File: src/design/vrbs_pkg.sv
`timescale 1ns / 1ps
// ----------------------------------------------------------------------------
// vrbs_pkg
// Shared types and constants of the variable-length record stack: request
// codes, the controller command and the datapath status word.
// ----------------------------------------------------------------------------
package vrbs_pkg;

	localparam int BYTE_W = 8;
	localparam int LANES  = 8;
	localparam int LANE_W = $clog2(LANES);
	localparam int DATA_W = BYTE_W * LANES;
	localparam int LEN_W  = 4;
	localparam int REQ_W  = 2;

	typedef enum logic [REQ_W-1:0] {
		REQ_PUSH  = 2'd0,
		REQ_POP   = 2'd1,
		REQ_PEEK  = 2'd2,
		REQ_CLEAR = 2'd3
	} req_t;

	// Command from the controller to the datapath, one per cycle.
	typedef enum logic [2:0] {
		OP_NONE,
		OP_LOAD,
		OP_WR_DATA,
		OP_WR_TRL,
		OP_RD_TRL,
		OP_CALC,
		OP_RD_DATA,
		OP_FINISH
	} op_t;

	typedef struct packed {
		logic is_push;
		logic is_read;
		logic push_go;
		logic read_go;
		logic trl_ok;
		logic len_zero;
		logic n_zero;
		logic wr_last;
		logic trl_last;
		logic rdd_last;
		logic out_free;
		logic empty;
	} status_t;

endpackage

File: src/design/vrbs_ctrl.sv
`timescale 1ns / 1ps
// ----------------------------------------------------------------------------
// vrbs_ctrl
// Sequencer of the record stack. Steps the datapath through the byte writes
// of a push or the trailer and data reads of a pop or peek.
// ----------------------------------------------------------------------------
module vrbs_ctrl (
	input  logic              clk,
	input  logic              arst_n,
	input  logic              in_valid,
	output logic              in_ready,
	input  vrbs_pkg::status_t status,
	output vrbs_pkg::op_t     cmd
);
	import vrbs_pkg::*;

	typedef enum logic [3:0] {
		S_IDLE,
		S_DECIDE,
		S_PUSH_DATA,
		S_PUSH_TRL,
		S_RD_TRL,
		S_TRL_WAIT,
		S_RD_CALC,
		S_RD_DATA,
		S_RD_WAIT,
		S_FINISH
	} state_t;

	state_t state_q;

	assign in_ready = (state_q == S_IDLE);

	always_comb begin
		unique case (state_q)
			S_IDLE:      cmd = in_valid ? OP_LOAD : OP_NONE;
			S_PUSH_DATA: cmd = OP_WR_DATA;
			S_PUSH_TRL:  cmd = OP_WR_TRL;
			S_RD_TRL:    cmd = OP_RD_TRL;
			S_RD_CALC:   cmd = OP_CALC;
			S_RD_DATA:   cmd = OP_RD_DATA;
			S_FINISH:    cmd = status.out_free ? OP_FINISH : OP_NONE;
			default:     cmd = OP_NONE;
		endcase
	end

	always_ff @(posedge clk or negedge arst_n) begin
		if (!arst_n) begin
			state_q <= S_IDLE;
		end else begin
			unique case (state_q)
				S_IDLE: begin
					if (in_valid) state_q <= S_DECIDE;
				end
				S_DECIDE: begin
					if (status.is_push && status.push_go) begin
						state_q <= status.len_zero ? S_PUSH_TRL : S_PUSH_DATA;
					end else if (status.is_read && status.read_go && status.trl_ok) begin
						state_q <= S_RD_TRL;
					end else begin
						state_q <= S_FINISH;
					end
				end
				S_PUSH_DATA: begin
					if (status.wr_last) state_q <= S_PUSH_TRL;
				end
				S_PUSH_TRL: begin
					if (status.trl_last) state_q <= S_FINISH;
				end
				S_RD_TRL: begin
					if (status.trl_last) state_q <= S_TRL_WAIT;
				end
				S_TRL_WAIT: state_q <= S_RD_CALC;
				S_RD_CALC:  state_q <= S_RD_DATA;
				S_RD_DATA: begin
					if (status.n_zero || status.rdd_last) state_q <= S_RD_WAIT;
				end
				S_RD_WAIT: state_q <= S_FINISH;
				S_FINISH: begin
					if (status.out_free) state_q <= S_IDLE;
				end
				default: state_q <= S_IDLE;
			endcase
		end
	end

endmodule

File: config.mk
export PLATFORM = sky130hd
export DESIGN_NAME = vrbs_ctrl
export DESIGN_NICKNAME = d
export VERILOG_FILES = /design/src/design/vrbs_pkg.sv /design/src/design/vrbs_ctrl.sv
export SDC_FILE = /design/constraint.sdc
export NUM_CORES = 1
export LEC_CHECK = 0
export CORE_AREA = 4 4 41 43
export DETAILED_ROUTE_END_ITERATION = 8
export DIE_AREA = 0 0 45 47
export DONT_BUFFER_PORTS = 1
export PLACE_DENSITY = 0.58
export SLEW_MARGIN = 20
export SYNTH_ARGS = -nofsm -noshare
export SYNTH_HDL_FRONTEND = slang
export SYNTH_SLANG_ARGS = --single-unit
File: constraint.sdc
create_clock -name clk -period 1.3 [get_ports clk]
set_clock_uncertainty 0.2 [all_clocks]
set_input_delay 0.26 -clock clk [delete_from_list [all_inputs] [get_ports clk]]
set_output_delay 0.26 -clock clk [all_outputs]
set_load 0.01 [all_outputs]
==> results of run 1 <==
[metrics by stage]
step / hold slack (ns) / TNS [ns]
after global routing: 0.0945 / -3.95
after CTS: 0.101 / -3.34
after floorplan: -0.236 / -1.33
final: 0.0985 / -3.41
after detailed placement: -0.236 / -2.49
after global placement: -0.235 / -2.61
[report_power, final]
group | internal (mW) | leakage [nW] | total [mW] | switching, mW
registers | 0.190 | 0.0465 | 0.272 | 0.0813
logic | 0.947 | 0.275 | 1.73 | 0.784
clock network | 0.103 | 0.0138 | 0.156 | 0.0524
total | 1.24 | 0.335 | 2.16 | 0.917
[cell families after synthesis]
family	Yosys count	synth area share, %
buf+inv	9	13.9
compound gates	21	32.1
flops	4	19.5
simple gates	24	32.4
mux	1	2.19
[per-layer routing]
metal / vias up / GRT usage, % / wire, µm
met2: 36 / 27.4 / 765
met5: - / 0 / 0
li1: 288 / - / -
met1: 278 / 20.2 / 697
met3: 11 / 5.75 / 138
met4: 0 / 11.1 / 75
[final timing paths]
path	startpoint	end	slack (ns)	cells past startpoint
max	state_q[3]	cmd[1]	-0.49	5
min	arst_n	state_q[0]	0.1	1
max reg2reg	state_q[1]	state_q[1]	-0.41	5
min reg2reg	state_q[1]	state_q[3]	0.55	3
max in group asynchronous	arst_n	state_q[2]	0.61	1
min in group clk	status[9]	state_q[2]	0.11	3
[synth_stat cells (2+ instances only)]
library cell	number	area, µm²
or3_1	2	12.5
inv_1	4	15.0
o32ai_1	2	17.5
nand4_1	2	12.5
o21ai_0	2	10.0
nor2_1	2	7.51
o21ai_1	3	15.0
buf_6	3	33.8
nor3_1	2	10.0
nand2_1	2	7.51
o22ai_1	2	12.5
dfrtp_1	4	100
nand2b_1	2	12.5
a21oi_1	4	20.0
[timing repair]
item                                    4_1_cts  5_1_grt
setup buffers                                 5        2
hold endpoints to repair                      5        0
hold buffers                                  2        0
endpoints found under the setup margin        8        8
gates cloned                                  0        0
pin swaps                                     5        5
resized for setup                            10        8
[critical path, delay by kind of cell, from the launching register on]
family / cells / cell delay [ns]
AO/OA/AOI/OAI: 2 / 0.37
buffers and inverters: 1 / 0.16
flip-flops: 1 / 0.45
AND/OR/NAND/NOR: 2 / 0.10
[final cells by class]
type | count | share of cell area, %
Sequential cell | 4 | 12.5
Timing Repair Buffer | 28 | 27.9
Inverter | 5 | 3.93
Multi-Input combinational cell | 46 | 50.6
Clock buffer | 3 | 2.72
Tap cell | 15 | 2.27
==> impl_metrics.ini, run 1 <==
[min_path]
hold_class = input port to asynchronous set/reset pin

[floorplan]
dieHeight_um = 47
fp.dieArea_mm2 = 0.00212
core_area_mm2 = 0.00130
io-pin-count = 19
die_w_um = 45
rows = 13
start_util_pct = 39.5

[synthesis]
synth.distinct_cells = 37
synth_area_per_cell_um2 = 8.72
ys_ff_latch = 4
synth_area_um2 = 514
synthArstFlopShare_pct = 100
yosys_warnings = 0
yosysSeqAreaShare_pct = 19.5
syn_inst = 59
syn-num-nets = 74
synthFlopType = dfrtp_1
synth-edff-count = 0

[pwr]
power.total_mw = 2.16
ir_drop_uv = 1270
cellLeakagePower_nw = 0.335
power_density_mw_per_mm2 = 2610

[worst_setup_path]
crit_path_cell_trace = buf_4 > nand2b_4 > nor3b_2 > a21oi_1 > o21ai_4
start_kind = register
critPathKind = register to primary output
worstPathArrival_ns = 1.33
cp_max_fo = 7
crit_required_ns = 0.84
slowest_stage = dfrtp_2
crit_path_end_kind = primary output
max_stage_delay_ns = 0.45

[placed_design]
placed_cell_area_um2 = 676
gp_congestion = 0.916
place_ws_ns = -0.363
dp_cells = 89
dpl.hpwl_mm = 1.11
portBuffers = 0

[cells_and_area]
largest_reg_flops = 4
drive_gt1_share_pct = 65.1
syn2layout_area_growth_pct = 61.1
n_fill_cell = 108
layout_commonest_cell = buf_4
antenna_cells = 0
fin_cells = 101
finalNetCount = 103
multi_input_area_um2 = 419
final_cell_mix = buf_4 (24), inv_2 (4), a21oi_1 (4)
fin_util_pct = 63.7
layout.area.seq_um2 = 104
regMostFlops = state_q
final_area_um2 = 828
reg.largest.list = state_q x4

[outcome]
status = finished with violations
failed_checks = setup timing

[sta]
slew_headroom_pct = 75.7
layout_setup_ws_ns = -0.490
hold_violations = 0
grt_setup_unrepaired = true
drv_slew = 0
min_period_ns = 1.79
max_freq_mhz = 559
fin_crit_sh_pct = 138
setup-violations-final = 8
tightest_slew_ns = 0.359

[global_route]
grt_usage_pct = 17.4
overflow = 0
grt_pass1_wl_mm = 2.60
first_global_vias = 572
grt_start_max_net_pins = 11
antenna_found_initial = 0

[drt]
finalWirelength_mm = 1.68
num_vias = 613
firstDrtPassIters = 5
ant_nets = 0
drt_iter0_drc = 7
routedWlPerCell_um = 16.6
routed_via_density = 6.07
drc = 0

[clock_tree]
clk_pin_slew_ns = 0.04
root_buffer = clkbuf_4
clockBufferDepth = 2
numClockSinks = 4
tritoncts = built
h-tree-depth = 1
clk_latency_ns = 0.23
cts_inserted_buffers = 3

[run]
drv_cap = 0
Power figures use the tool's default switching activity.
==> run 2: changes to the inputs <==
ABC_AREA = 1   (was unset)
PLACE_DENSITY = 0.55   (was 0.58)
==> run 2 against run 1 <==
The run still ends with setup timing left. Cell area is 16% lower. Synthesized cell count is 44% higher. Non-clock buffer count is 10 lower. Flip-flop and latch count stayed put. Final cell count is 19% higher. Clock-buffer cell count stayed put. Register-to-register slack better by 0.15 ns. Hold slack better by 0.00080 ns. Critical path depth stayed put. Sequential share of layout area is 2.4 points higher. Die area stayed put. Critical endpoint is now cmd[0]. Highest routed layer is now met3.
==> impl_metrics.ini, run 2 <==
[drt]
drc = 0
finalWirelength_mm = 1.29
routed_via_density = 4.73
drt_iter0_drc = 8
num_vias = 567
firstDrtPassIters = 4
ant_nets = 0
routedWlPerCell_um = 10.8

[floorplan]
core_area_mm2 = 0.00130
start_util_pct = 37.1
fp.dieArea_mm2 = 0.00212
io-pin-count = 19
dieHeight_um = 47
rows = 13
die_w_um = 45

[synthesis]
synth_top_family_by_area = simple AND/OR/NAND/NOR gates
synthArstFlopShare_pct = 100
synth_compound_area_share_pct = 3.89
synth_top_area_share_pct = 23.3
synth.area.top_cells = nand2_1 (23%), dfrtp_1 (21%), nand3_1 (12%)
synth_adder_area_share_pct = 0
synth_area_per_cell_um2 = 5.68
synthFlopType = dfrtp_1
syn-num-nets = 100
synthMuxAreaShare_pct = 0
synth.most_common_cell = nand2_1
synth_xor_xnor_area_share_pct = 0
synthTopCellsByCount = nand2_1 (30), inv_1 (12), nand3_1 (12)
synth_area_um2 = 483
synth.distinct_cells = 14
synth-edff-count = 0
synth_top_area_cell = nand2_1
yosysSeqAreaShare_pct = 20.7
syn_inst = 85
synth-simple-area-share_pct = 61.4
ys_ff_latch = 4
yosys_warnings = 0

[worst_setup_path]
worstReg2RegStart = state_q[0]
cp_max_fo = 5
crit_path_cell_trace = nor2_4 > inv_2 > nor2_4 > nand2_1 > o2111ai_2
start_kind = register
r2r_slack_ns = -0.26
cpMostUsedCell = nor2_4
critical-path-top-delay-family = flip-flops
crit_path_end_kind = primary output
setup.worst_path.start = state_q[3]
worst_r2r_path_depth = 9
r2r-end = state_q[1]
slowest_stage = dfrtp_2
max_stage_delay_ns = 0.44
crit_required_ns = 0.84
critical_path_buf_inv_count = 1
critPathKind = register to primary output
worstPathArrival_ns = 1.18

[sta]
fin_crit_sh_pct = 126
layout_setup_ws_ns = -0.339
grt_setup_unrepaired = true
drv_slew = 0
tightest_slew_ns = 0.227
max_freq_mhz = 610
setup-violations-final = 8
slew_headroom_pct = 84.9
hold_violations = 0
hold_slack_ns = 0.0993
min_period_ns = 1.64
fin_setup_tns_ns = -2.20

[cells_and_area]
regMostFlops = state_q
reg.largest.list = state_q x4
layout.area.seq_um2 = 104
final_area_um2 = 693
finalNetCount = 122
syn2layout_area_growth_pct = 43.5
layout_commonest_cell = nand2_1
n_fill_cell = 142
antenna_cells = 0
multi_input_area_um2 = 354
final_cell_mix = nand2_1 (22), buf_4 (17), nand2_2 (11)
largest_reg_flops = 4
drive_gt1_share_pct = 46.7

[outcome]
failed_checks = setup timing
status = finished with violations

[clock_tree]
clk_pin_slew_ns = 0.04
tritoncts = built
cts_inserted_buffers = 3
numClockSinks = 4
clockBufferDepth = 2
h-tree-depth = 1
clk_latency_ns = 0.23
root_buffer = clkbuf_4

[global_route]
antenna_found_initial = 0
overflow = 0
first_global_vias = 511
grt_usage_pct = 13.1
grt_pass1_wl_mm = 2.02
grt_start_max_net_pins = 6

[placed_design]
place_ws_ns = -0.239
portBuffers = 0
placed_cell_area_um2 = 582
gp_congestion = 0.813
dpl.hpwl_mm = 1.03

[min_path]
hold_class = input port to asynchronous set/reset pin

[pwr]
p_sw_share_pct = 48.9
ir_drop_uv = 875
power_density_mw_per_mm2 = 2280
comb_power_share_pct = 72.8
pwr-share-clk_pct = 9.7
cellLeakagePower_nw = 0.401
p_int_uw = 805
power.switching_uw = 772
seq_power_share_pct = 17.5

[run]
drv_cap = 0
run 2: cell count changes after synthesis, sizes merged, moves of 3 or more:
cell   change
a21oi      -3
nand2     +29
inv       +11
nand3     +11
o21ai      -4
nor2      +11
buf        -3
run 2: worst reg2reg max path: stages, from the launching register on:
cell and delay, ns:
dfrtp_1 0.41, inv_2 0.12, nor2_4 0.04, buf_4 0.14, buf_4 0.13, nand3b_1 0.09, buf_4 0.12, nand3_2 0.07
nand3_2 0.07, nand2_1 0.05
run 2: area by class of cell:
class	count	area share, %
timing repair buffer	18	19.9
sequential	4	15.0
multi-input combinational	65	51.1
clock buffer	3	3.25
tap	15	2.71
inverter	15	8.12
run 2: worst max path at each step:
stage              to  depth (start not counted)
6_report       cmd[0]                          5
5_1_grt        cmd[0]                          5
3_5_place_dp   cmd[1]                          6
3_3_place_gp   cmd[1]                          6
4_1_cts        cmd[1]                          6
2_1_floorplan  cmd[0]                          5
run 2: power by group through the flow:
stage	clock network [mW]	logic, mW	registers [mW]
floorplan	0	0.695	0.245
global placement	0	0.992	0.265
detailed placement	0	0.990	0.262
CTS	0.158	1.12	0.271
global route	0.170	1.28	0.283
finish	0.153	1.15	0.276
run 2: cells by family (layout without fill, tap and decap cells):
family                 count (synthesis)  in the layout
DFF                                    4              4
buffers and inverters                 16             36
AOI/OAI and AO/OA                      3              3
and+or+nand+nor                       62             62
run 2: metrics by stage:
step / power [mW] / util, % / std cells
2_1_floorplan: 0.940 / - / 85
3_3_place_gp: 1.26 / 44.7 / 110
3_5_place_dp: 1.25 / 44.7 / 110
4_1_cts: 1.55 / 51.2 / 119
5_1_grt: 1.73 / 53.3 / 120
6_report: 1.58 / 53.3 / 120
run 2: layer usage:
layer | GRT usage (%) | vias to the layer above | routed length, µm
met2 | 22.9 | 14 | 640
met1 | 16.0 | 248 | 595
li1 | - | 305 | -
met4 | 1.75 | 0 | 0
met5 | 0 | - | 0
met3 | 4.60 | 0 | 56
run 2: timing repair:
| action | 4_1_cts | 5_1_grt |
|---|---|---|
| hold buffers | 1 | 0 |
| endpoints found under the hold margin | 4 | 0 |
| gates resized for setup | 10 | 6 |
| setup endpoints to repair | 8 | 8 |
| setup buffers | 5 | 1 |
| cloned | 0 | 0 |
| pin swaps | 6 | 7 |
==> run 3: changes to the inputs <==
PLACE_DENSITY = 0.53   (was 0.55)
clock period = 2.1 ns   (was 1.3 ns; I/O delays follow)
==> run 3 against run 2 <==
The run now ends clean. Via count is 13% lower. Combinational power is 59% lower. Power is 53% lower. Cell area is 24% lower. Clock power is 41% lower. Routed wire length is 14% lower. Non-clock buffer count is 17 lower. Register-to-register slack better by 0.81 ns.
==> impl_metrics.ini, run 3 (same netlist as run 2, synthesis figures left out) <==
[drt]
drt_iter0_drc = 28
routed_via_density = 4.80
ant_nets = 0
firstDrtPassIters = 6
routedWlPerCell_um = 10.8
num_vias = 494
wl_met3_um = 50
drc = 0
drt-met1-wl_um = 547
met2WireLength_um = 515
top_layer_used = met3
finalWirelength_mm = 1.11

[cells_and_area]
final_cell_mix = nand2_1 (30), inv_1 (12), nand3_1 (12)
finalNetCount = 105
antenna_cells = 0
reg.largest.list = state_q x4
layout_commonest_cell = nand2_1
final_area_um2 = 524
drive_gt1_share_pct = 15.9
regMostFlops = state_q
syn2layout_area_growth_pct = 8.55
largest_reg_flops = 4

[clock_tree]
cts_inserted_buffers = 3
tritoncts = built
root_buffer = clkbuf_4
h-tree-depth = 1
clockBufferDepth = 2
clk_pin_slew_ns = 0.04
numClockSinks = 4
clk_latency_ns = 0.23
postCtsSetupRepairBufs = 0

[global_route]
grt_pass1_wl_mm = 1.99
overflow = 0
antenna_found_initial = 0
grt_usage_pct = 12.5
grt_start_max_net_pins = 10
first_global_vias = 518

[floorplan]
start_util_pct = 37.1
fp.dieArea_mm2 = 0.00212
io-pin-count = 19
rows = 13
core_area_mm2 = 0.00130
dieHeight_um = 47
die_w_um = 45

[worst_setup_path]
critical_path_buf_inv_count = 1
cpMostUsedCell = nor2_4
start_kind = register
path_depth = 5
max_stage_delay_ns = 0.44
slowest_stage = dfrtp_1
worstReg2RegStart = state_q[3]
crit_path_cell_trace = nor2_4 > inv_2 > nor2_4 > nand2_1 > o2111ai_1
critPathKind = register to primary output
cp-endpoint = cmd[0]
worstPathArrival_ns = 1.34
worst_r2r_path_depth = 9
critical-path-top-delay-family = simple AND/OR/NAND/NOR gates
r2r_slack_ns = 0.55
r2r-end = state_q[0]
cp_max_fo = 9
setup.worst_path.start = state_q[3]
crit_path_end_kind = primary output
crit_required_ns = 1.48

[sta]
fin_setup_tns_ns = 0
min_period_ns = 1.96
slew_headroom_pct = 79.0
tightest_slew_ns = 0.314
grt_setup_unrepaired = false
max_freq_mhz = 511
hold_violations = 0
drv_slew = 0
setup-violations-final = 0
fin_crit_sh_pct = 93.2

[min_path]
hold_class = input port to register

[placed_design]
dpl.hpwl_um = 924
placed_cell_area_um2 = 490
portBuffers = 0
gp_congestion = 0.781

[pwr]
ir_drop_uv = 409
power_density_mw_per_mm2 = 1410
cellLeakagePower_nw = 0.312

[run]
drv_cap = 0

[outcome]
status = finished clean
==> run 3: cell types whose count changed in the layout (fill, tap and decap cells not counted), moves of 2 or more <==
cell | before | now
nand2_2 | 11 | 3
nand3_1 | 10 | 12
dfrtp_1 | 1 | 3
nand3_2 | 2 | 0
inv_2 | 7 | 3
inv_1 | 8 | 12
buf_4 | 17 | 0
nand2_1 | 22 | 30
dfrtp_2 | 3 | 1
==> run 3: how the worst min path moves through the flow <==
stage	from	to	cells after the start
2_1_floorplan	arst_n	state_q[0]	0
3_3_place_gp	arst_n	state_q[2]	0
3_5_place_dp	arst_n	state_q[0]	0
4_1_cts	status[1]	state_q[3]	3
5_1_grt	status[1]	state_q[3]	3
6_report	status[1]	state_q[3]	3
==> run 3: worst min-delay path, cell delays in order <==
cell and delay [ns]:
inv_1 0.02, nand4_1 0.11, nand2_1 0.06
==> run 3: metrics by stage <==
step	hold WS (ns)	util, %	setup WS (ns)	total power [mW]	cells
3_5_place_dp	-0.0755	37.7	0.315	0.646	99
5_1_grt	0.273	40.3	0.0471	0.823	103
4_1_cts	0.224	40.2	0.0769	0.748	103
3_3_place_gp	-0.0755	37.7	0.327	0.652	99
6_report	0.229	40.3	0.143	0.740	103
2_1_floorplan	-0.0756	-	0.505	0.568	85
==> run 3: layout make-up <==
cell class | instances | area, µm²
clock buffer | 3 | 22.5
fill | 157 | 777
inverter | 15 | 56.3
multi-input combinational | 65 | 315
sequential | 4 | 101
tap | 15 | 18.8
timing repair buffer | 1 | 10.0
==> run 3: what timing repair did <==
item	4_1_cts	5_1_grt
hold buffers	1	0
resized for setup	0	1
endpoints found under the setup margin	0	2
hold endpoints to repair	4	0
==> run 3: power breakdown <==
| group | total, mW | switching [mW] | leakage [nW] | internal (mW) |
|---|---|---|---|---|
| clock network | 0.0910 | 0.0274 | 0.0138 | 0.0637 |
| registers | 0.176 | 0.0630 | 0.0500 | 0.113 |
| logic | 0.473 | 0.318 | 0.248 | 0.155 |
==> run 3: layer usage <==
| layer | up-vias | global-route usage, % |
|---|---|---|
| li1 | 274 | - |
| met1 | 211 | 17.0 |
| met2 | 9 | 20.9 |
| met3 | 0 | 0.383 |
| met4 | 0 | 5.26 |
| met5 | - | 0 |
